File: src/sv/plpf_pkg.sv
// Shared types, constants and helpers of the pyramid low-pass filter.
// No dependencies; used by every module of the block.
`default_nettype none
package plpf_pkg;

   localparam int MAX_RADIUS = 3;
   localparam int MAX_WIDTH  = 2048;
   localparam int MAX_HEIGHT = 2048;
   localparam int NSLOTS     = 2 * MAX_RADIUS + 2;
   localparam int SLOT_BITS  = $clog2(NSLOTS);
   localparam int COL_BITS   = $clog2(MAX_WIDTH);
   localparam int ROW_BITS   = $clog2(MAX_HEIGHT);
   localparam int DIM_BITS   = 12;
   localparam int TAP_BITS   = 3;
   localparam int SUM_BITS   = 16;
   localparam int LEAD_BITS  = 13;

   // floor(s / 81) == (s * RECIP81) >> RECIP_SHIFT for every s up to 81 * 255
   localparam logic [14:0] RECIP81     = 15'd25891;
   localparam int          RECIP_SHIFT = 21;

   localparam logic [1:0] REG_RADIUS = 2'd0;
   localparam logic [1:0] REG_WIDTH  = 2'd1;
   localparam logic [1:0] REG_HEIGHT = 2'd2;

   typedef struct packed {
      logic [7:0] pix_red;
      logic [7:0] pix_green;
      logic [7:0] pix_blue;
      logic       flush;
   } req_type;

   typedef struct packed {
      logic [7:0] out_red;
      logic [7:0] out_green;
      logic [7:0] out_blue;
      logic       end_of_frame;
   } rsp_type;

   // one output pixel to be produced by the back end
   typedef struct packed {
      logic [ROW_BITS-1:0] row;
      logic [COL_BITS-1:0] col;
      logic [1:0]          fr;    // filter radius, 0 means pass through
      logic                eof;
   } job_type;

   typedef struct packed {
      logic                 en;
      logic [SLOT_BITS-1:0] slot;
      logic [COL_BITS-1:0]  col;
      logic [23:0]          data;
   } wr_type;

   typedef struct packed {
      logic full;
      logic back_idle;
   } qstat_type;

   typedef enum logic [1:0] {
      BK_IDLE,
      BK_RUN,
      BK_DRAIN,
      BK_DIV
   } back_state_type;

   // pyramid weight min(d, 2r-d) + 1
   function automatic logic [2:0] tap_weight(input logic [TAP_BITS-1:0] d,
                                             input logic [1:0] r);
      logic [TAP_BITS-1:0] two_r;
      logic [TAP_BITS-1:0] mirror;
      begin
         two_r  = {r, 1'b0};
         mirror = two_r - d;
         tap_weight = (d < mirror) ? d + 3'd1 : mirror + 3'd1;
      end
   endfunction

endpackage
`default_nettype wire

File: src/sv/plpf_queue.sv
// One-entry job queue between the front and back ends.
// Uses plpf_pkg job types.
`default_nettype none
module plpf_queue (
   input  wire logic              clock,
   input  wire logic              reset,
   input  wire logic              push,
   input  wire plpf_pkg::job_type push_job,
   input  wire logic              pop,
   output logic                   full,
   output plpf_pkg::job_type      head
);

   logic              valid_ff, valid_in;
   plpf_pkg::job_type job_ff, job_in;

   always_comb begin
      valid_in = valid_ff;
      job_in   = job_ff;
      if (pop) valid_in = 1'b0;
      if (push) begin
         valid_in = 1'b1;
         job_in   = push_job;
      end
   end

   always_ff @(posedge clock) begin
      if (reset) begin
         valid_ff <= 1'b0;
      end else begin
         valid_ff <= valid_in;
      end
   end

   always_ff @(posedge clock) begin
      job_ff <= job_in;
   end

   assign full = valid_ff;
   assign head = job_ff;

endmodule
`default_nettype wire

File: config.mk
export PLATFORM = sky130hd
export DESIGN_NAME = plpf_queue
export DESIGN_NICKNAME = d
export VERILOG_FILES = /design/src/sv/plpf_pkg.sv /design/src/sv/plpf_queue.sv
export SDC_FILE = /design/constraint.sdc
export NUM_CORES = 1
export LEC_CHECK = 0
export BUFFER_PORTS_ARGS = -buffer_cell sky130_fd_sc_hd__buf_2
export CAP_MARGIN = 20
export CORE_UTILIZATION = 39
export CTS_CLUSTER_SIZE = 30
export DETAILED_ROUTE_END_ITERATION = 16
export PLACE_DENSITY = 0.77
export SETUP_SLACK_MARGIN = 0.3
export SLEW_MARGIN = 20
export SYNTH_ARGS = -nofsm -noshare
export SYNTH_HDL_FRONTEND = slang
export SYNTH_SLANG_ARGS = --single-unit
File: constraint.sdc
create_clock -name clock -period 0.9 [get_ports clock]
set_clock_uncertainty 0.2 [all_clocks]
set_input_delay 0.135 -clock clock [delete_from_list [all_inputs] [get_ports clock]]
set_output_delay 0.135 -clock clock [all_outputs]
set_load 0.005 [all_outputs]
Word level (Yosys, flattened, before mapping)
Cells that the tools add are included.

Bits of input ports: 29. Register bits after elaboration: 26.

Mux-type cells: 2. Reduce and logical (&&, ||, !) cells: 1.

Operators by type and width (number): two-way mux 1 bit (2); nonzero test 2 bit (1).

Logic depth before layout (Yosys ltp)
Gate-level depths: netlist of run 1.

Depth after elaboration: 2. Mapped depth: 2. Mapped depth without buffers: 2.

Least setup slack after synthesis of run 1
OpenSTA, ideal clock, no wires.

Path type: register to register. Start: reg full (netlist name). End: reg valid_ff (netlist: full). Buffers on the path: 0. Arrival time: 0.501 ns. Stages on the path, launching flop included: 3. Library setup time: 0.066 ns. Slack: 0.134 ns. Path through: dfxtp_1 > nand2b_1 > a21oi_2.

RTL lines: to (signal assigned) (line plpf_queue.sv:31) `valid_ff <= valid_in;`; to (decl) (line plpf_queue.sv:14) `logic valid_ff, valid_in;`.

Worst setup path in the final report of run 1
Start: reg job_ff (netlist bit head[1]). End: out head[1] (netlist bit).

RTL lines: from (decl) (line plpf_queue.sv:15) `plpf_pkg::job_type job_ff, job_in;`; from (signal assigned) (line plpf_queue.sv:36) `job_ff <= job_in;`; to (decl) (line plpf_queue.sv:11) `output plpf_pkg::job_type head`.

No word-level cell between the ends.

==> impl_metrics.csv, run 1 <==
group,metric,value,unit
final_layout,multi_input_area,15.01,um^2
yosys,synth_area_leader_cell,"edfxtp_1",
global_routing,overflow,0,
status,status,"finished, violations left",
drt,drt-initial-drc-count,4,
min_path,hold_path.class,"in -> reg",
floorplanning,fp.dieArea,2209,um^2
yosys,synth_area,789.5,um^2
clock_network,clockBufferDepth,2,
timing,hold_viol_final,26,
yosys,synth-seq-area-share,97.62,%
final_layout,fill_cells,153,
timing,fmax,844.7,MHz
drt,ant_nets,0,
clock_network,worstSkewPairLatency,0.30,ns
global_routing,globalRouteTotalUtil,12.08,%
pwr,p_per_area,1875,nW/um^2
setup_path,crit_slowest_cell,"edfxtp_1",
final_layout,regArea,772.0,um^2
floorplanning,initial_utilization,43.82,%
final_layout,fin_util,64.86,%
drt,drc_errors,0,
clock_network,cts-buffers-inserted,3,
clock_network,post_cts_buffers,0,
floorplanning,io_pins,55,
setup_path,critPathMaxFanout,1,
final_layout,drive_above_1_share,69.66,%
clock_network,ctsRootBufferMaster,"clkbuf_4",
yosys,yosys-top-cells-area,"edfxtp_1 95%, dfxtp_1 2.5%, a21oi_2 1.1%",
floorplanning,core-area,1802,um^2
yosys,ys_types,5,
final_layout,final_common_cell,"buf_2",
drt,dr_total_vias,482,
drt,vias_per_cell,4.228,
floorplanning,die_h,47.00,um
timing,timing.final.crit_share,131.5,%
final_layout,final_cell_mix,"54 x buf_2, 25 x edfxtp_1, 3 x clkbuf_4",
floorplanning,placementRows,15,
yosys,synth.top_cell.area_share,95.09,%
timing,finalMaxSlewViolations,0,
setup_path,crit_required,0.56,ns
yosys,syn_inst,29,
timing,rsz0062_at_grt,"true",
placement,dp_slack,-0.02056,ns
setup_path,critical_path_class,"reg -> out",
global_routing,antenna_found_initial,0,
pwr,leakage,0.5149,nW
final_layout,area_growth,48.02,%
clock_network,cts_tree,"built",
final_layout,num_antenna_cells,0,
clock_network,cts.sinks,26,
global_routing,grt_max_degree,16,
yosys,yosysWarnings,0,
timing,period_minus_slack,1.184,ns
yosys,synth-seq-cells,26,
timing,setup_violations,26,
timing,worst_pin_slew,0.1238,ns
setup_path,path_cells,"buf_2",
yosys,syn-num-nets,58,
setup_path,cp-end-kind,"output pin",
timing,max_slew_margin,91.74,%
job,maxCapViolations,0,
yosys,avgSynthCellArea,27.22,um^2
setup_path,cp_num_buf_inv,1,
clock_network,clkTransAtPathRegs,0.12,ns
drt,first_pass_iters,4,
placement,io_buffer_count,54,
placement,place_congestion,0.6506,
final_layout,fin_nets,119,
pwr,totalPowerFinal,0.002191,W
status,violations,"negative hold slack, negative setup slack",
setup_path,path_delay_family,"flip-flops",
timing,timing.final.ws_setup,-0.2838,ns
global_routing,first_global_vias,440,
drt,wire_per_inst,11.34,um
setup_path,cp_data_arrival_time,0.85,ns
setup_path,worst_setup_path_start_kind,"flip-flop",
pwr,ir_drop,1.364,mV
floorplanning,die_w,47.00,um
drt,routed_wl,1293,um
global_routing,grt_pass1_wl,1697,um
timing,whs,-0.2196,ns
clock_network,htree_levels,1,
setup_path,max_stage_delay,0.41,ns
clock_network,cts-resized-gates,0,
[per-layer routing]
metal,track usage (%),routed length [um],vias up
met3,4.615,135,2
met2,20.28,601,40
met4,6.857,14,0
met1,13.09,542,207
li1,-,-,233
met5,0,0,-
[cell families (layout without fill, tap and decap cells)]
logic type	count (synthesis)	count (layout)	share of synthesized area [%]
buffers and inverters	1	61	0.4750
flip-flops	26	26	97.62
AO/OA/AOI/OAI	1	1	1.110
AND/OR/NAND/NOR	1	1	0.7929
[synthesized netlist by cell type]
master	count
a21oi_2	1
dfxtp_1	1
inv_1	1
edfxtp_1	25
nand2b_1	1
[stage by stage]
stage                     std cells  TNS (ns)  area, um^2
after floorplan                  29         0       790.8
after detailed placement        110   -0.3846        1132
after CTS                       114    -6.631        1169
final                           114    -6.249        1169
after global routing            114    -7.554        1169
after global placement          110   -0.3693        1132
[power breakdown]
part	total, W	leakage (nW)	internal (W)	switching (W)
logic	0.000203	0.241	0.000119	0.0000842
clock network	0.000538	0.0210	0.000246	0.000291
registers	0.00145	0.253	0.00143	0.0000215
total	0.00219	0.515	0.00179	0.000397
[flip-flops by register name (all words and copies together) (netlist names)]
register / flops
head: 25
full: 1
[path summary, 6_finish.rpt]
check / endpoint / depth (start not counted) / startpoint / slack, ns
worst min register to register: full / 2 / full / 0.31
worst max register to register: full / 2 / full / 0.10
worst min-delay path: full / 2 / reset / -0.22
worst max-delay path: head[1] / 1 / head[1] / -0.28
[cell type report]
| cell class | count | area share, % |
|---|---|---|
| repair buffers | 56 | 26.55 |
| well taps | 25 | 2.677 |
| flip-flops and latches | 26 | 66.06 |
| multi-input cells | 2 | 1.285 |
| clock buffers | 4 | 3.105 |
| inverters | 1 | 0.3212 |
(Power assumes the default switching activity.)
==> run 2, diff against run 1 <==
BUFFER_PORTS_ARGS = -buffer_cell sky130_fd_sc_hd__buf_4   (was -buffer_cell sky130_fd_sc_hd__buf_2)
==> impl_metrics.csv, run 2 (synthesis gave the netlist of run 1 again) <==
group,metric,value,unit
floorplanning,fp.dieArea,2209,um^2
setup_path,critPathMaxFanout,1,
floorplanning,placementRows,15,
drt,routed_wl,1417,um
drt,ant_nets,0,
clock_network,htree_levels,1,
placement,io_buffer_count,54,
pwr,p_per_area,1920,nW/um^2
setup_path,reg2reg_from,"full",
global_routing,first_global_vias,426,
drt,first_pass_iters,3,
setup_path,critical_path_class,"reg -> out",
timing,fmax,830.0,MHz
final_layout,area_growth,66.40,%
min_path,hp-start,"reset",
drt,wire_per_inst,12.65,um
final_layout,drive_above_1_share,68.97,%
min_path,min_path_cells,2,
clock_network,cts_tree,"built",
clock_network,worstSkewPairLatency,0.31,ns
timing,timing.final.ws_setup,-0.3049,ns
clock_network,clkTransAtPathRegs,0.13,ns
floorplanning,die_h,47.00,um
timing,finalMaxSlewViolations,0,
global_routing,overflow,0,
setup_path,worst_setup_path_start_kind,"flip-flop",
timing,rsz0062_at_grt,"true",
setup_path,cp_num_buf_inv,1,
timing,whs,-0.2540,ns
final_layout,final_cell_mix,"45 x buf_4, 25 x edfxtp_1, 9 x buf_6",
timing,setup_violations,26,
final_layout,fin_cells,112,
job,maxCapViolations,0,
timing,worst_pin_slew,0.2190,ns
clock_network,cts.sinks,26,
pwr,totalPowerFinal,0.002522,W
drt,drc_errors,0,
global_routing,antenna_found_initial,0,
setup_path,path_delay_family,"flip-flops",
timing,tns,-7.279,ns
status,status,"finished, violations left",
placement,place_congestion,0.6196,
status,violations,"negative hold slack, negative setup slack",
drt,drt-initial-drc-count,1,
drt,vias_per_cell,4.393,
floorplanning,io_pins,55,
floorplanning,die_w,47.00,um
pwr,ir_drop,1.496,mV
setup_path,rr_endpoint,"full",
timing,max_slew_margin,85.40,%
setup_path,crit_required,0.56,ns
pwr,leakage,0.5606,nW
placement,placed_cells,108,
timing,hold_viol_final,51,
min_path,hold_path.class,"in -> reg",
setup_path,cp_data_arrival_time,0.87,ns
global_routing,grt_pass1_wl,1787,um
global_routing,grt_max_degree,27,
drt,dr_total_vias,492,
floorplanning,core-area,1802,um^2
clock_network,cts-buffers-inserted,3,
clock_network,clockBufferDepth,2,
min_path,hold_path_end,"full",
timing,period_minus_slack,1.205,ns
global_routing,globalRouteTotalUtil,12.66,%
final_layout,fin_util,72.92,%
floorplanning,initial_utilization,43.82,%
timing,timing.final.crit_share,133.9,%
final_layout,largest_reg_flops,25,
setup_path,cp-end-kind,"output pin",
setup_path,reg2reg_setup_slack,0.11,ns
final_layout,fin_nets,117,
setup_path,path_cells,"buf_6",
final_layout,num_antenna_cells,0,
setup_path,crit_slowest_cell,"edfxtp_1",
final_layout,final_common_cell,"buf_4",
setup_path,ff2ff_path_depth,2,
setup_path,max_stage_delay,0.42,ns
clock_network,ctsRootBufferMaster,"clkbuf_4",
## run 2: changes by cell type in the layout (fill, tap and decap cells not counted)
cell / before / now
clkbuf_8: 1 / 0
buf_12: 2 / 0
buf_4: 0 / 45
buf_2: 54 / 0
bufinv_16: 0 / 1
buf_6: 0 / 9
## run 2: final cells by class
class	count	area (um^2)
Multi-Input combinational cell	2	15.01
Fill cell	124	488.0
Timing Repair Buffer	54	439.2
Clock buffer	3	22.52
Sequential cell	26	772.0
Tap cell	25	31.28
Inverter	1	3.754
Clock inverter	1	30.03
## run 2: how the worst max path moves through the flow
stage,slack (ns),start,to,cells after the start
6_report,-0.30,head[20],head[20],1
5_1_grt,-0.35,head[20],head[20],1
4_1_cts,-0.33,head[20],head[20],1
3_5_place_dp,-0.07,push,head[14],1
3_3_place_gp,-0.05,push,head[0],1
2_1_floorplan,0.16,full,full,2
## run 2: power breakdown
group          internal [W]  switching [W]
logic              0.000199      0.0000822
clock network      0.000450       0.000329
registers           0.00143      0.0000322
total               0.00208       0.000443
## run 2: timing repair
action,CTS,global route
endpoints found under the hold margin,51,51
endpoints found under the setup margin,46,27
buffers inserted,0,0
resized for setup,3,6
## run 2: per-stage QoR
| stage | area [um^2] | setup slack, ns |
|---|---|---|
| 3_5_place_dp | 1227 | -0.06789 |
| 4_1_cts | 1291 | -0.3276 |
| 3_3_place_gp | 1227 | -0.04835 |
| 5_1_grt | 1314 | -0.3503 |
| 6_report | 1314 | -0.3049 |
| 2_1_floorplan | 790.8 | 0.1646 |
## run 2: routing by layer
metal	track usage [%]	wire length (um)	vias to the layer above
met5	0	0	-
met4	8.571	17	0
met3	5.000	185	2
met2	20.28	694	42
met1	13.91	519	220
li1	-	-	228
==> run 3, diff against run 2 <==
REMOVE_ABC_BUFFERS = 1   (was unset)
==> impl_metrics.csv, run 3 (synthesis gave the netlist of run 1 again) <==
group,metric,value,unit
drt,first_pass_iters,2,
setup_path,critical_path_class,"reg -> out",
setup_path,max_stage_delay,0.43,ns
final_layout,final_common_cell,"buf_4",
floorplanning,fp.dieArea,2209,um^2
pwr,totalPowerFinal,0.002510,W
status,status,"finished, violations left",
setup_path,critPathMaxFanout,1,
clock_network,cts-buffers-inserted,3,
timing,worst_pin_slew,0.2252,ns
global_routing,grt_max_degree,27,
final_layout,final_cell_mix,"49 x buf_4, 25 x edfxtp_1, 5 x buf_6",
pwr,p_int,0.002070,W
drt,drt-initial-drc-count,3,
global_routing,grt_pass1_wl,2118,um
setup_path,cp_data_arrival_time,0.90,ns
final_layout,fin_nets,117,
floorplanning,placementRows,15,
setup_path,path_delay_family,"flip-flops",
drt,met1_length,518,um
status,violations,"negative hold slack, negative setup slack",
drt,vias_per_cell,4.295,
floorplanning,initial_utilization,43.82,%
drt,top_layer,"met3",
drt,dr_wl_met2,926,um
pwr,swShare,17.53,%
setup_path,worst_setup_path_start_kind,"flip-flop",
drt,dr_total_vias,481,
final_layout,area_growth,64.50,%
drt,wire_per_inst,13.44,um
pwr,clkPwrFrac,31.0,%
placement,placed_cells,108,
global_routing,globalRouteTotalUtil,14.82,%
final_layout,fin_cells,112,
clock_network,worstSkewPairLatency,0.30,ns
pwr,p_comb_share,11.0,%
timing,rsz0062_at_grt,"true",
placement,dp_slack,-0.07016,ns
placement,io_buffer_count,54,
timing,finalMaxSlewViolations,0,
drt,wl_met3,60,um
timing,max_slew_margin,84.99,%
clock_network,htree_levels,1,
floorplanning,core-area,1802,um^2
clock_network,cts.sinks,26,
global_routing,overflow,0,
timing,whs,-0.2488,ns
clock_network,clkTransAtPathRegs,0.14,ns
pwr,ir_drop,1.443,mV
timing,timing.final.crit_share,136.8,%
placement,place_congestion,0.6697,
timing,period_minus_slack,1.232,ns
timing,hold_viol_final,51,
timing,fmax,812.0,MHz
drt,drc_errors,0,
global_routing,antenna_found_initial,0,
clock_network,ctsRootBufferMaster,"clkbuf_4",
setup_path,crit_slowest_cell,"edfxtp_1",
global_routing,first_global_vias,483,
job,maxCapViolations,0,
pwr,power_switching,0.0004399,W
min_path,hold_path.class,"in -> reg",
final_layout,num_antenna_cells,0,
floorplanning,die_w,47.00,um
floorplanning,die_h,47.00,um
setup_path,crit_required,0.56,ns
clock_network,clockBufferDepth,2,
floorplanning,io_pins,55,
final_layout,drive_above_1_share,68.97,%
timing,timing.final.ws_setup,-0.3315,ns
setup_path,cp_num_buf_inv,1,
drt,routed_wl,1505,um
clock_network,post_cts_buffers,0,
pwr,p_per_area,1933,nW/um^2
pwr,leakage,0.5556,nW
setup_path,path_cells,"buf_4",
timing,setup_violations,26,
final_layout,largest_reg_flops,25,
setup_path,reg2reg_setup_slack,0.11,ns
clock_network,cts_tree,"built",
drt,ant_nets,0,
setup_path,cp-end-kind,"output pin",
pwr,pwr-share-seq,58.1,%
==> run 3: timing repair <==
action | 4_1_cts | 5_1_grt
setup endpoints to repair | 52 | 27
gates resized for setup | 4 | 2
hold endpoints to repair | 51 | 51
pin swaps | 1 | 0
==> run 3: cell type report <==
cell class                      instances  area [um^2]
Clock buffer                            3        22.52
Clock inverter                          1        30.03
Fill cell                             129        503.0
Inverter                                1        3.754
Multi-Input combinational cell          2        15.01
Sequential cell                        26        772.0
Tap cell                               25        31.28
Timing Repair Buffer                   54        424.2
==> run 3: final timing paths <==
| path | start | to | depth (start not counted) |
|---|---|---|---|
| setup / recovery | head[10] | head[10] | 1 |
| hold / removal | reset | full | 2 |
| setup reg to reg | full | full | 2 |
| hold reg to reg | full | full | 2 |
==> run 3: power groups by stage <==
stage                     Combinational [W]  Clock, W  Sequential (W)
after CTS                          0.000276  0.000797         0.00146
final                              0.000275  0.000777         0.00146
after floorplan                  0.00000503         0         0.00150
after global routing               0.000297  0.000838         0.00147
after detailed placement           0.000269         0         0.00148
after global placement             0.000264         0         0.00148
==> run 3: layer usage <==
metal	GRT usage, %	up-vias
met5	0	-
li1	-	229
met4	6.286	0
met2	28.06	19
met1	15.03	233
met3	4.231	0
==> run 3: metrics by stage <==
stage	instance area (um^2)	TNS [ns]	hold slack, ns	util (%)
2_1_floorplan	789.5	0	-0.002556	-
3_3_place_gp	1226	-1.447	0.08951	68.06
3_5_place_dp	1226	-1.746	0.09331	68.06
4_1_cts	1291	-7.523	-0.2576	71.67
5_1_grt	1299	-8.436	-0.2753	72.08
6_report	1299	-7.128	-0.2488	72.08
