**src/sv/plpf_pkg.sv**
```systemverilog
// Shared types, constants and helpers of the pyramid low-pass filter.
// No dependencies; used by every module of the block.
`default_nettype none
package plpf_pkg;

   localparam int MAX_RADIUS = 3;
   localparam int MAX_WIDTH  = 2048;
   localparam int MAX_HEIGHT = 2048;
   localparam int NSLOTS     = 2 * MAX_RADIUS + 2;
   localparam int SLOT_BITS  = $clog2(NSLOTS);
   localparam int COL_BITS   = $clog2(MAX_WIDTH);
   localparam int ROW_BITS   = $clog2(MAX_HEIGHT);
   localparam int DIM_BITS   = 12;
   localparam int TAP_BITS   = 3;
   localparam int SUM_BITS   = 16;
   localparam int LEAD_BITS  = 13;

   // floor(s / 81) == (s * RECIP81) >> RECIP_SHIFT for every s up to 81 * 255
   localparam logic [14:0] RECIP81     = 15'd25891;
   localparam int          RECIP_SHIFT = 21;

   localparam logic [1:0] REG_RADIUS = 2'd0;
   localparam logic [1:0] REG_WIDTH  = 2'd1;
   localparam logic [1:0] REG_HEIGHT = 2'd2;

   typedef struct packed {
      logic [7:0] pix_red;
      logic [7:0] pix_green;
      logic [7:0] pix_blue;
      logic       flush;
   } req_type;

   typedef struct packed {
      logic [7:0] out_red;
      logic [7:0] out_green;
      logic [7:0] out_blue;
      logic       end_of_frame;
   } rsp_type;

   // one output pixel to be produced by the back end
   typedef struct packed {
      logic [ROW_BITS-1:0] row;
      logic [COL_BITS-1:0] col;
      logic [1:0]          fr;    // filter radius, 0 means pass through
      logic                eof;
   } job_type;

   typedef struct packed {
      logic                 en;
      logic [SLOT_BITS-1:0] slot;
      logic [COL_BITS-1:0]  col;
      logic [23:0]          data;
   } wr_type;

   typedef struct packed {
      logic full;
      logic back_idle;
   } qstat_type;

   typedef enum logic [1:0] {
      BK_IDLE,
      BK_RUN,
      BK_DRAIN,
      BK_DIV
   } back_state_type;

   // pyramid weight min(d, 2r-d) + 1
   function automatic logic [2:0] tap_weight(input logic [TAP_BITS-1:0] d,
                                             input logic [1:0] r);
      logic [TAP_BITS-1:0] two_r;
      logic [TAP_BITS-1:0] mirror;
      begin
         two_r  = {r, 1'b0};
         mirror = two_r - d;
         tap_weight = (d < mirror) ? d + 3'd1 : mirror + 3'd1;
      end
   endfunction

endpackage
`default_nettype wire

```
**src/sv/plpf_front.sv**
```systemverilog
// Front end: configuration registers, input/output position tracking,
// line store writes and job generation. Uses plpf_pkg.
`default_nettype none
module plpf_front (
   input  wire logic                      clock,
   input  wire logic                      reset,
   input  wire logic                      req_valid,
   output logic                           req_stall,
   input  wire plpf_pkg::req_type         req_data,
   input  wire logic                      csr_we,
   input  wire logic [1:0]                csr_index,
   input  wire logic [11:0]               csr_wdata,
   input  wire plpf_pkg::qstat_type       qstat,
   output logic                           push,
   output plpf_pkg::job_type              push_job,
   output plpf_pkg::wr_type               wr
);

   logic [1:0]                         radius_ff, radius_in;
   logic [plpf_pkg::DIM_BITS-1:0]      width_ff, width_in;
   logic [plpf_pkg::DIM_BITS-1:0]      height_ff, height_in;
   logic [plpf_pkg::COL_BITS-1:0]      in_col_ff, in_col_in;
   logic [plpf_pkg::DIM_BITS-1:0]      in_row_ff, in_row_in;
   logic [plpf_pkg::COL_BITS-1:0]      out_col_ff, out_col_in;
   logic [plpf_pkg::ROW_BITS-1:0]      out_row_ff, out_row_in;
   logic [plpf_pkg::LEAD_BITS-1:0]     lead_ff, lead_in;
   logic                               hold_ff, hold_in;

   logic [plpf_pkg::DIM_BITS-1:0]      w_eff, h_eff;
   logic [plpf_pkg::LEAD_BITS-1:0]     delay;
   logic                               accept, write_px, emit, eof;
   logic [plpf_pkg::DIM_BITS-1:0]      col_inc, row_ocur, ocol_inc, row_next;
   logic [plpf_pkg::LEAD_BITS-1:0]     lead_next;
   logic [plpf_pkg::DIM_BITS-1:0]      r12;
   logic                               filt;

   always_comb begin
      w_eff = width_ff;
      if (width_ff == '0) w_eff = 12'd1;
      else if (width_ff > 12'(plpf_pkg::MAX_WIDTH)) w_eff = 12'(plpf_pkg::MAX_WIDTH);
      h_eff = height_ff;
      if (height_ff == '0) h_eff = 12'd1;
      else if (height_ff > 12'(plpf_pkg::MAX_HEIGHT)) h_eff = 12'(plpf_pkg::MAX_HEIGHT);
   end

   assign delay     = 13'(radius_ff * w_eff) + 13'(radius_ff);
   assign req_stall = qstat.full | hold_ff;
   assign accept    = req_valid & ~req_stall;
   assign write_px  = accept & ~req_data.flush & (in_row_ff != h_eff);

   assign col_inc   = {1'b0, in_col_ff} + 12'd1;
   assign ocol_inc  = {1'b0, out_col_ff} + 12'd1;
   assign row_ocur  = {1'b0, out_row_ff};
   assign r12       = {10'b0, radius_ff};

   assign filt = (radius_ff != 2'd0) && (row_ocur >= r12) && (row_ocur + r12 < h_eff) &&
                 ({1'b0, out_col_ff} >= r12) && ({1'b0, out_col_ff} + r12 < w_eff);
   assign eof  = (row_ocur + 12'd1 == h_eff) && (ocol_inc == w_eff);

   always_comb begin
      radius_in  = radius_ff;
      width_in   = width_ff;
      height_in  = height_ff;
      in_col_in  = in_col_ff;
      in_row_in  = in_row_ff;
      out_col_in = out_col_ff;
      out_row_in = out_row_ff;
      lead_in    = lead_ff;
      hold_in    = hold_ff & ~(~qstat.full & qstat.back_idle);
      row_next   = in_row_ff;
      lead_next  = lead_ff;
      emit       = 1'b0;

      if (write_px) begin
         if (col_inc >= w_eff) begin
            in_col_in = '0;
            row_next  = in_row_ff + 12'd1;
         end else begin
            in_col_in = col_inc[plpf_pkg::COL_BITS-1:0];
         end
         lead_next = lead_ff + 13'd1;
      end
      in_row_in = row_next;
      lead_in   = lead_next;

      if (accept) begin
         emit = (row_next == h_eff) || (lead_next > delay);
      end

      if (emit) begin
         if (eof) begin
            in_col_in  = '0;
            in_row_in  = '0;
            out_col_in = '0;
            out_row_in = '0;
            lead_in    = '0;
            hold_in    = 1'b1;
         end else begin
            lead_in = lead_next - 13'd1;
            if (ocol_inc >= w_eff) begin
               out_col_in = '0;
               out_row_in = out_row_ff + 11'd1;
            end else begin
               out_col_in = ocol_inc[plpf_pkg::COL_BITS-1:0];
            end
         end
      end

      // a register write restarts the frame
      if (csr_we && (csr_index inside {plpf_pkg::REG_RADIUS, plpf_pkg::REG_WIDTH,
                                       plpf_pkg::REG_HEIGHT})) begin
         case (csr_index)
            plpf_pkg::REG_RADIUS: radius_in = csr_wdata[1:0];
            plpf_pkg::REG_WIDTH:  width_in  = csr_wdata;
            plpf_pkg::REG_HEIGHT: height_in = csr_wdata;
            default: ;
         endcase
         in_col_in  = '0;
         in_row_in  = '0;
         out_col_in = '0;
         out_row_in = '0;
         lead_in    = '0;
      end
   end

   always_ff @(posedge clock) begin
      if (reset) begin
         radius_ff  <= 2'd1;
         width_ff   <= 12'd640;
         height_ff  <= 12'd480;
         in_col_ff  <= '0;
         in_row_ff  <= '0;
         out_col_ff <= '0;
         out_row_ff <= '0;
         lead_ff    <= '0;
         hold_ff    <= 1'b0;
      end else begin
         radius_ff  <= radius_in;
         width_ff   <= width_in;
         height_ff  <= height_in;
         in_col_ff  <= in_col_in;
         in_row_ff  <= in_row_in;
         out_col_ff <= out_col_in;
         out_row_ff <= out_row_in;
         lead_ff    <= lead_in;
         hold_ff    <= hold_in;
      end
   end

   assign push         = emit;
   assign push_job.row = out_row_ff;
   assign push_job.col = out_col_ff;
   assign push_job.fr  = filt ? radius_ff : 2'd0;
   assign push_job.eof = eof;

   assign wr.en   = write_px;
   assign wr.slot = in_row_ff[plpf_pkg::SLOT_BITS-1:0];
   assign wr.col  = in_col_ff;
   assign wr.data = {req_data.pix_red, req_data.pix_green, req_data.pix_blue};

endmodule
`default_nettype wire

```
**config.mk**
```make
export PLATFORM = sky130hd
export DESIGN_NAME = plpf_front
export DESIGN_NICKNAME = d
export VERILOG_FILES = /design/src/sv/plpf_pkg.sv /design/src/sv/plpf_front.sv
export SDC_FILE = /design/constraint.sdc
export NUM_CORES = 1
export LEC_CHECK = 0
export ABC_AREA = 1
export BUFFER_PORTS_ARGS = -buffer_cell sky130_fd_sc_hd__buf_2
export CAP_MARGIN = 0
export CORE_UTILIZATION = 55
export CTS_CLUSTER_SIZE = 14
export DETAILED_ROUTE_END_ITERATION = 8
export PLACE_DENSITY = 0.76
export SYNTH_ARGS = -nofsm -noshare
export SYNTH_HDL_FRONTEND = slang
export SYNTH_SLANG_ARGS = --single-unit
export TNS_END_PERCENT = 50
```
**constraint.sdc**
```tcl
create_clock -name clock -period 7.7 [get_ports clock]
set_input_delay 1.54 -clock clock [delete_from_list [all_inputs] [get_ports clock]]
set_output_delay 1.54 -clock clock [all_outputs]
set_load 0.02 [all_outputs]
```
Yosys cells after proc, flatten, opt, wreduce, memory -nomap -nowiden
Index checks and enable logic that the tools add are counted.
{"block": "classes", "eq_ne": 6, "mul": 1, "n_mux": 23, "magnitude_cmp": 9, "n_reduce_logical": 18, "addsub": 10, "n_bitwise": 10}
{"op": "$mux W12", "count": 8}
{"op": "$mux W11", "count": 8}
{"op": "$mux W13", "count": 3}
{"op": "$add A11 B1 Y12 const B", "count": 3}
{"op": "$eq A12 B12 Y1", "count": 3}
{"op": "$add A11 B2 Y12", "count": 2}
{"op": "$ge A12 B12 Y1", "count": 2}
{"op": "$gt A12 B12 Y1 const B", "count": 2}
{"op": "$logic_not A12 Y1", "count": 2}
{"op": "$lt A12 B12 Y1", "count": 2}
{"op": "$ge A11 B2 Y1", "count": 2}
{"op": "$add A13 B1 Y13 const B", "count": 1}
{"op": "$add A13 B2 Y13", "count": 1}
{"op": "$gt A13 B13 Y1", "count": 1}
{"op": "$mul A2 B12 Y13", "count": 1}
{"op": "$sub A13 B1 Y13 const B", "count": 1}
{"op": "$add A12 B1 Y12 const B", "count": 1}
{"op": "$ne A12 B12 Y1", "count": 1}
{"op": "$add A11 B1 Y11 const B", "count": 1}
{"op": "$reduce_and A2 Y1", "count": 4}
{"op": "$logic_and A1 B1 Y1", "count": 6}
{"op": "$and A1 B1 Y1", "count": 5}
{"op": "$not A1 Y1", "count": 4}
{"op": "$reduce_bool A2 Y1", "count": 2}
{"op": "9 further kinds", "count": 11}
{"block": "word_totals", "in_bits": 45, "out_inout_bits": 66, "register_bits": 85}

Logic depth before layout (Yosys ltp)
Gate-level depths: netlist (run 1).
{"block": "logic_depth", "word_depth": 10, "mapped_depth": 34}

Worst setup path before layout (run 1)
Ideal clock, no wire load.
{"block": "synth_path", "path_kind": "flip-flop to output port", "startpoint": "reg width_ff[1] in the netlist's numbering", "endpoint": "out push", "setup_slack_ps": 1713, "path_stages_with_launch": 27, "t_required_ps": 6160, "arrival_time_ps": 4447, "path_buffers": 2, "cell_sequence": "dfxtp_1 nor4_1 nand3_1 nand2_1 clkbuf_1 nand3_1 fa_1 inv_1 ha_1 inv_1 fa_1 o21ai_0 a21oi_1 o21bai_1 a21oi_1 o21ai_0 a21o_1 a21oi_1 xor2_1 ha_1 nand4_1 nor3_1 a21oi_1 o21bai_2 nand2_1 buf_6 inv_1"}
{"block": "synth_via", "elab_chain_cells": 9}
{"element": "start: declaration", "line_no": "plpf_front.sv:20", "text": "logic [plpf_pkg::DIM_BITS-1:0] width_ff, width_in;"}
{"element": "start signal: assignment", "line_no": "plpf_front.sv:139", "text": "width_ff <= width_in;"}
{"element": "$gt A12 B12 Y1", "line_no": "plpf_front.sv:40", "text": "else if (width_ff > 12'(plpf_pkg::MAX_WIDTH)) w_eff = 12'(plpf_pkg::MAX_WIDTH);"}
{"element": "$mux W12", "line_no": "plpf_front.sv:40"}
{"element": "$mux W12 (*)", "line_no": "plpf_front.sv:39", "text": "if (width_ff == '0) w_eff = 12'd1;"}
{"element": "parallel branches: the longest is 4 deep, another holds $mul A2 B12 Y13"}
{"element": "$logic_or A1 B1 Y1 (*)", "line_no": "plpf_front.sv:87", "text": "emit = (row_next == h_eff) || (lead_next > delay);"}
{"element": "$mux W1 (*)", "line_no": "plpf_front.sv:86", "text": "if (accept) begin"}
{"element": "end: declaration", "line_no": "plpf_front.sv:14", "text": "output logic push,"}
Every way passes the cells marked *.

Worst setup path after layout (run 1)
Ends and elaborated chain as after synthesis.

==> impl_metrics.py, run 1 <==
metrics = {
    "status": {
        "status": "complete, no violations",
    },
    "clock_tree": {
        "cts_setup_buffers": 0,
        "clkSinkCount": 85,
        "h-tree-depth": 3,
        "tritoncts": "done",
        "root_buffer": "clkbuf_16",
        "cts_buffers": 9,
        "clkSlewWorstSetupHoldPaths_ns": 0.07,
        "cts_resized": 0,
        "cts_max_path_buffers": 2,
        "cts_hold_buf": 0,
        "insertion_delay_ns": 0.36,
    },
    "flow_run": {
        "cap_violations": 0,
    },
    "setup_path": {
        "required_ns": 6.16,
        "r2r_end": "in_col_ff[9]",
        "r2r.worst_path.cells": 30,
        "crit_slowest_cell": "fa_1",
        "r2r_setup_slack_ns": 1.80,
        "cp-start-kind": "flip-flop",
        "critPathMaxStageDelay_ns": 0.45,
        "timing.rr.start": "width_ff[1]",
        "cp_max_fo": 11,
        "cp-end-kind": "primary output",
        "critPathKind": "flip-flop to primary output",
        "crit_arrival_ns": 5.41,
    },
    "placed_design": {
        "place.detailed.hpwl_um": 18300,
        "placedCellCount": 1589,
        "io_buffer_count": 62,
        "finalWeightedCongestion": 0.974,
        "placedInstanceArea_mm2": 0.00886,
    },
    "floorplan": {
        "die_area_mm2": 0.0163,
        "fp.dieH_um": 128,
        "core_area_mm2": 0.0153,
        "num_rows": 45,
        "die_x_um": 128,
        "initial_core_util_pct": 56.6,
        "pin_count": 111,
    },
    "sta": {
        "relSlewSlack_pct": 28.6,
        "layout_min_cycle_time_ns": 6.95,
        "fin_crit_sh_pct": 90.3,
        "setup_viol": 0,
        "grt_setup_unrepaired": "no",
        "tightest_slew_ns": 1.06,
        "slew_viol_final": 0,
        "hold_viol_final": 0,
        "max_freq_mhz": 144,
        "fin_skew_ns": 0.00817,
        "tns_ns": 0,
    },
    "hold_path": {
        "holdCritPathClass": "flip-flop to flip-flop",
        "hold_path_end": "width_ff[0]",
        "min-delay-start": "width_ff[0]",
        "min_path_cells": 2,
    },
    "grt": {
        "grt_first_pass_wirelength_um": 38000,
        "antenna_found_initial": 0,
        "grt_pass1_vias": 7700,
        "grt_start_max_net_pins": 38,
        "track_usage_pct": 29.6,
        "grt_overflow_total": 0,
    },
    "layout": {
        "fin_nets": 1532,
        "diodes": 0,
        "final_cells": 1605,
        "area_growth_syn_to_layout_pct": 6.30,
        "mostFrequentLayoutCell": "nand2_1",
        "fin_area_mm2": 0.00921,
        "most-common-layout-cells": "nand2_1, inv_1, nor2_1, ha_1, dfxtp_1",
        "post-route-util_pct": 60.1,
        "layout-drive-gt1-share_pct": 8.03,
    },
    "yosys": {
        "synth_edf_count": 0,
        "syn-num-nets": 1515,
        "synth_top_area_share_pct": 19.6,
        "ys_seq_elements": 85,
        "ys.flop_type": "dfxtp_1",
        "synthArstFlopShare_pct": 0,
        "postSynthAreaPerCell_um2": 6.31,
        "netlist_area_mm2": 0.00866,
        "synthTopCellsByArea": "dfxtp_1, nand2_1, ha_1",
        "ys_types": 47,
        "seq_area_frac_synth_pct": 19.6,
        "ys_warn_count": 0,
        "synth_top_area_cell": "dfxtp_1",
        "synth_cells": 1372,
    },
    "pwr": {
        "ir_drop_v": 0.000101,
        "leakagePower_nw": 4.84,
        "powerDensity_mw_per_mm2": 146,
    },
    "detailed_routing": {
        "vias_per_cell": 5.36,
        "first_pass_iters": 5,
        "drcViolationCount": 0,
        "wl_um": 23500,
        "drt-initial-drc-count": 759,
        "num_vias": 8601,
        "ant_nets": 0,
        "wl_per_cell_um": 14.6,
    },
}
## metal layers
metal / vias to the layer above / GRT usage (%) / part of all wire, %
met4: 0 / 8.40 / 1.6
met3: 30 / 4.52 / 7.1
met2: 276 / 46.6 / 43
li1: 4427 / - / -
met5: - / 0 / 0
met1: 3868 / 41.8 / 48
## flip-flops by register name, indices dropped and copies added, names as in the netlist
signal and flops:
height_ff 12, hold_ff 1, in_col_ff 11, in_row_ff 12, lead_ff 13, out_col_ff 11, out_row_ff 11, radius_ff 2
width_ff 12
## through the flow
| stage | setup WS, ns | hold WS [ns] | power [W] |
|---|---|---|---|
| after floorplan | 1.71 | 0.437 | 0.000755 |
| after global placement | 1.34 | 0.452 | 0.000813 |
| after detailed placement | 1.17 | 0.476 | 0.000816 |
| after CTS | 0.741 | 0.487 | 0.00134 |
| after global routing | 0.211 | 0.518 | 0.00141 |
| final | 0.749 | 0.492 | 0.00134 |
## report_power, final
| group | leakage, nW | switching (W) | internal [W] | total [W] |
|---|---|---|---|---|
| combinational | 3.98 | 0.000224 | 0.000114 | 0.000338 |
| sequential | 0.690 | 0.0000197 | 0.000455 | 0.000475 |
| clock | 0.166 | 0.000201 | 0.000328 | 0.000529 |
## worst max-delay path, delay by kind of cell, from the launching register on
| family | cells | cell delay, ns |
|---|---|---|
| AO/OA/AOI/OAI | 9 | 1.49 |
| AND/OR/NAND/NOR | 8 | 1.28 |
| XOR/XNOR | 1 | 0.14 |
| buffers and inverters | 5 | 0.51 |
| flip-flops | 1 | 0.33 |
| adder cells (fa/ha/maj) | 4 | 1.30 |
## layout make-up
class	instances	area [µm²]
Multi-Input combinational cell	1031	5800
Inverter	192	721
Fill cell	1543	6110
Tap cell	211	264
Timing Repair Buffer	70	370
Clock inverter	5	106
Sequential cell	85	1700
Clock buffer	11	243
## synth_stat cells (all sizes together) (2+ instances only)
library cell    n
a21oi          56
or2             2
xnor2           6
o21ai          72
a31oi           2
nor3           36
nor4            8
xor2           75
o21bai          5
nand2         336
o22ai           2
nand4          41
buf            46
o211ai          3
nor2          189
ha             94
dfxtp          85
nand3b          2
fa              4
clkbuf         18
inv           192
nand3          87
## logic make-up (layout without fill, tap and decap cells)
group	after synthesis	count (layout)	synth area share, %
xor+xnor	81	81	8.19
simple gates	704	704	35.1
mux	1	1	0.116
buf+inv	256	278	13.4
compound gates	147	147	9.08
flops	85	85	19.6
fa+ha+maj	98	98	14.5
## how the worst max path moves through the flow
| stage | startpoint | endpoint |
|---|---|---|
| detailed placement | width_ff[1] | push |
| finish | width_ff[1] | push |
| CTS | width_ff[1] | push |
| floorplan | width_ff[1] | push |
| global placement | width_ff[1] | push |
| global route | width_ff[1] | push |
No activity file was read; power rests on OpenSTA's default activity.
==> inputs of run 2 (changes only) <==
- REMOVE_ABC_BUFFERS: unset -> 1
- SLEW_MARGIN: unset -> 30
==> run 2 against run 1 <==
Sequential cell count unchanged. Global-route usage is 1.5 points higher. Clock skew is 0.00092 ns lower. Via count up 1.7%. Register-to-register slack better by 0.06 ns. Sequential power hardly changed. Worst hold slack worse by 0.025 ns. Design area is 0.58% lower. Clock-buffer cell count fell by 1. First-iteration DRC count shrank 7.2%. Setup slack got worse by 0.031 ns. Cell count stayed put.
==> impl_metrics.py, run 2 (synthesized netlist as in run 1, its figures left out) <==
metrics = {
    "status": {
        "status": "complete, no violations",
    },
    "pwr": {
        "p_seq_share_pct": 38.1,
        "p_int_w": 0.000802,
        "power_switching_w": 0.000448,
        "powerDensity_mw_per_mm2": 137,
        "clockPowerShare_pct": 34.8,
        "combPwrFrac_pct": 27.1,
        "power_switching_share_pct": 35.8,
        "ir_drop_v": 0.000102,
        "leakagePower_nw": 4.81,
    },
    "grt": {
        "grt_pass1_vias": 7868,
        "antenna_found_initial": 0,
        "track_usage_pct": 31.1,
        "grt_first_pass_wirelength_um": 39800,
        "grt_start_max_net_pins": 38,
        "grt_overflow_total": 0,
    },
    "sta": {
        "layout_min_cycle_time_ns": 6.98,
        "grt_setup_unrepaired": "no",
        "setup_viol": 0,
        "hold_viol_final": 0,
        "fin_skew_ns": 0.00725,
        "tns_ns": 0,
        "slew_viol_final": 0,
        "relSlewSlack_pct": 52.0,
        "tightest_slew_ns": 0.718,
        "fin_crit_sh_pct": 90.7,
        "max_freq_mhz": 143,
    },
    "clock_tree": {
        "cts_hold_buf": 0,
        "cts_buffers": 9,
        "clkSinkCount": 85,
        "cts_max_path_buffers": 2,
        "root_buffer": "clkbuf_16",
        "clkSlewWorstSetupHoldPaths_ns": 0.07,
        "h-tree-depth": 3,
        "insertion_delay_ns": 0.35,
        "cts_resized": 0,
        "tritoncts": "done",
        "cts_setup_buffers": 0,
    },
    "setup_path": {
        "cp-start-kind": "flip-flop",
        "crit_slowest_cell": "fa_1",
        "required_ns": 6.16,
        "cp-end-kind": "primary output",
        "critPathKind": "flip-flop to primary output",
        "cp_max_fo": 11,
        "crit_arrival_ns": 5.44,
        "critPathMaxStageDelay_ns": 0.47,
        "r2r.worst_path.cells": 30,
    },
    "floorplan": {
        "die_x_um": 128,
        "fp.dieH_um": 128,
        "die_area_mm2": 0.0163,
        "num_rows": 45,
        "initial_core_util_pct": 56.6,
        "pin_count": 111,
        "core_area_mm2": 0.0153,
    },
    "layout": {
        "diodes": 0,
        "mostFrequentLayoutCell": "nand2_1",
        "area_growth_syn_to_layout_pct": 5.68,
        "layout-drive-gt1-share_pct": 8.18,
        "fin_nets": 1532,
        "largest_reg_flops": 13,
        "top_register": "lead_ff",
        "most-common-layout-cells": "nand2_1, inv_1, nor2_1, ha_1, dfxtp_1",
        "fin_area_mm2": 0.00916,
    },
    "placed_design": {
        "io_buffer_count": 62,
        "placedInstanceArea_mm2": 0.00886,
        "place.detailed.hpwl_um": 18800,
        "finalWeightedCongestion": 0.956,
    },
    "detailed_routing": {
        "num_vias": 8743,
        "drt-initial-drc-count": 704,
        "wl_per_cell_um": 15.2,
        "vias_per_cell": 5.45,
        "drcViolationCount": 0,
        "ant_nets": 0,
        "wl_um": 24300,
        "first_pass_iters": 5,
    },
    "hold_path": {
        "min_path_cells": 2,
        "holdCritPathClass": "flip-flop to flip-flop",
    },
    "flow_run": {
        "cap_violations": 0,
    },
}
## run 2: worst max-delay path: cells and delay by family, from the launching register on
kind                       cells  cell delay (ns)
AOI/OAI and AO/OA              9             1.53
adders and majority gates      4             1.31
and+or+nand+nor                8             1.23
buffers and inverters          5             0.55
DFF                            1             0.33
xor gates and xnor gates       1             0.14
## run 2: area by class of cell
| class | instances | area [µm²] |
|---|---|---|
| fillers | 1540 | 6160 |
| multi-input cells | 1031 | 5810 |
| flip-flops and latches | 85 | 1700 |
| inverters | 192 | 721 |
| repair buffers | 70 | 370 |
| well taps | 211 | 264 |
| clock buffers | 10 | 239 |
| clock inverters | 6 | 51.3 |
## run 2: through the flow
| stage | hold WS, ns | std cells | total power, W | util, % | worst slack [ns] |
|---|---|---|---|---|---|
| 6_report | 0.467 | 1605 | 0.00125 | 59.8 | 0.718 |
| 5_1_grt | 0.502 | 1605 | 0.00132 | 59.8 | 0.219 |
| 4_1_cts | 0.470 | 1605 | 0.00125 | 59.7 | 0.692 |
| 3_5_place_dp | 0.460 | 1589 | 0.000816 | 57.9 | 1.11 |
| 3_3_place_gp | 0.455 | 1589 | 0.000811 | 57.9 | 1.34 |
| 2_1_floorplan | 0.437 | 1308 | 0.000721 | - | 0.516 |
## run 2: worst paths after layout
| check | startpoint | endpoint | slack (ns) |
|---|---|---|---|
| hold reg to reg | hold_ff | hold_ff | 0.47 |
| setup reg to reg | width_ff[8] | in_col_ff[5] | 1.86 |
| hold / removal | hold_ff | hold_ff | 0.47 |
| setup / recovery | width_ff[8] | push | 0.72 |
## run 2: metal layers
metal	share of wire, %	GRT usage, %	wire length, µm
met2	42	46.6	10200
met4	1.6	8.61	380
met3	8.7	5.82	2110
met5	0	0	0
met1	48	45.1	11700
## run 2: power by group through the flow
stage          Combinational, W  Sequential [W]  Clock (W)
3_3_place_gp           0.000326        0.000485          0
4_1_cts                0.000334        0.000475   0.000445
5_1_grt                0.000384        0.000478   0.000461
2_1_floorplan          0.000238        0.000483          0
3_5_place_dp           0.000331        0.000485          0
6_report               0.000338        0.000476   0.000435
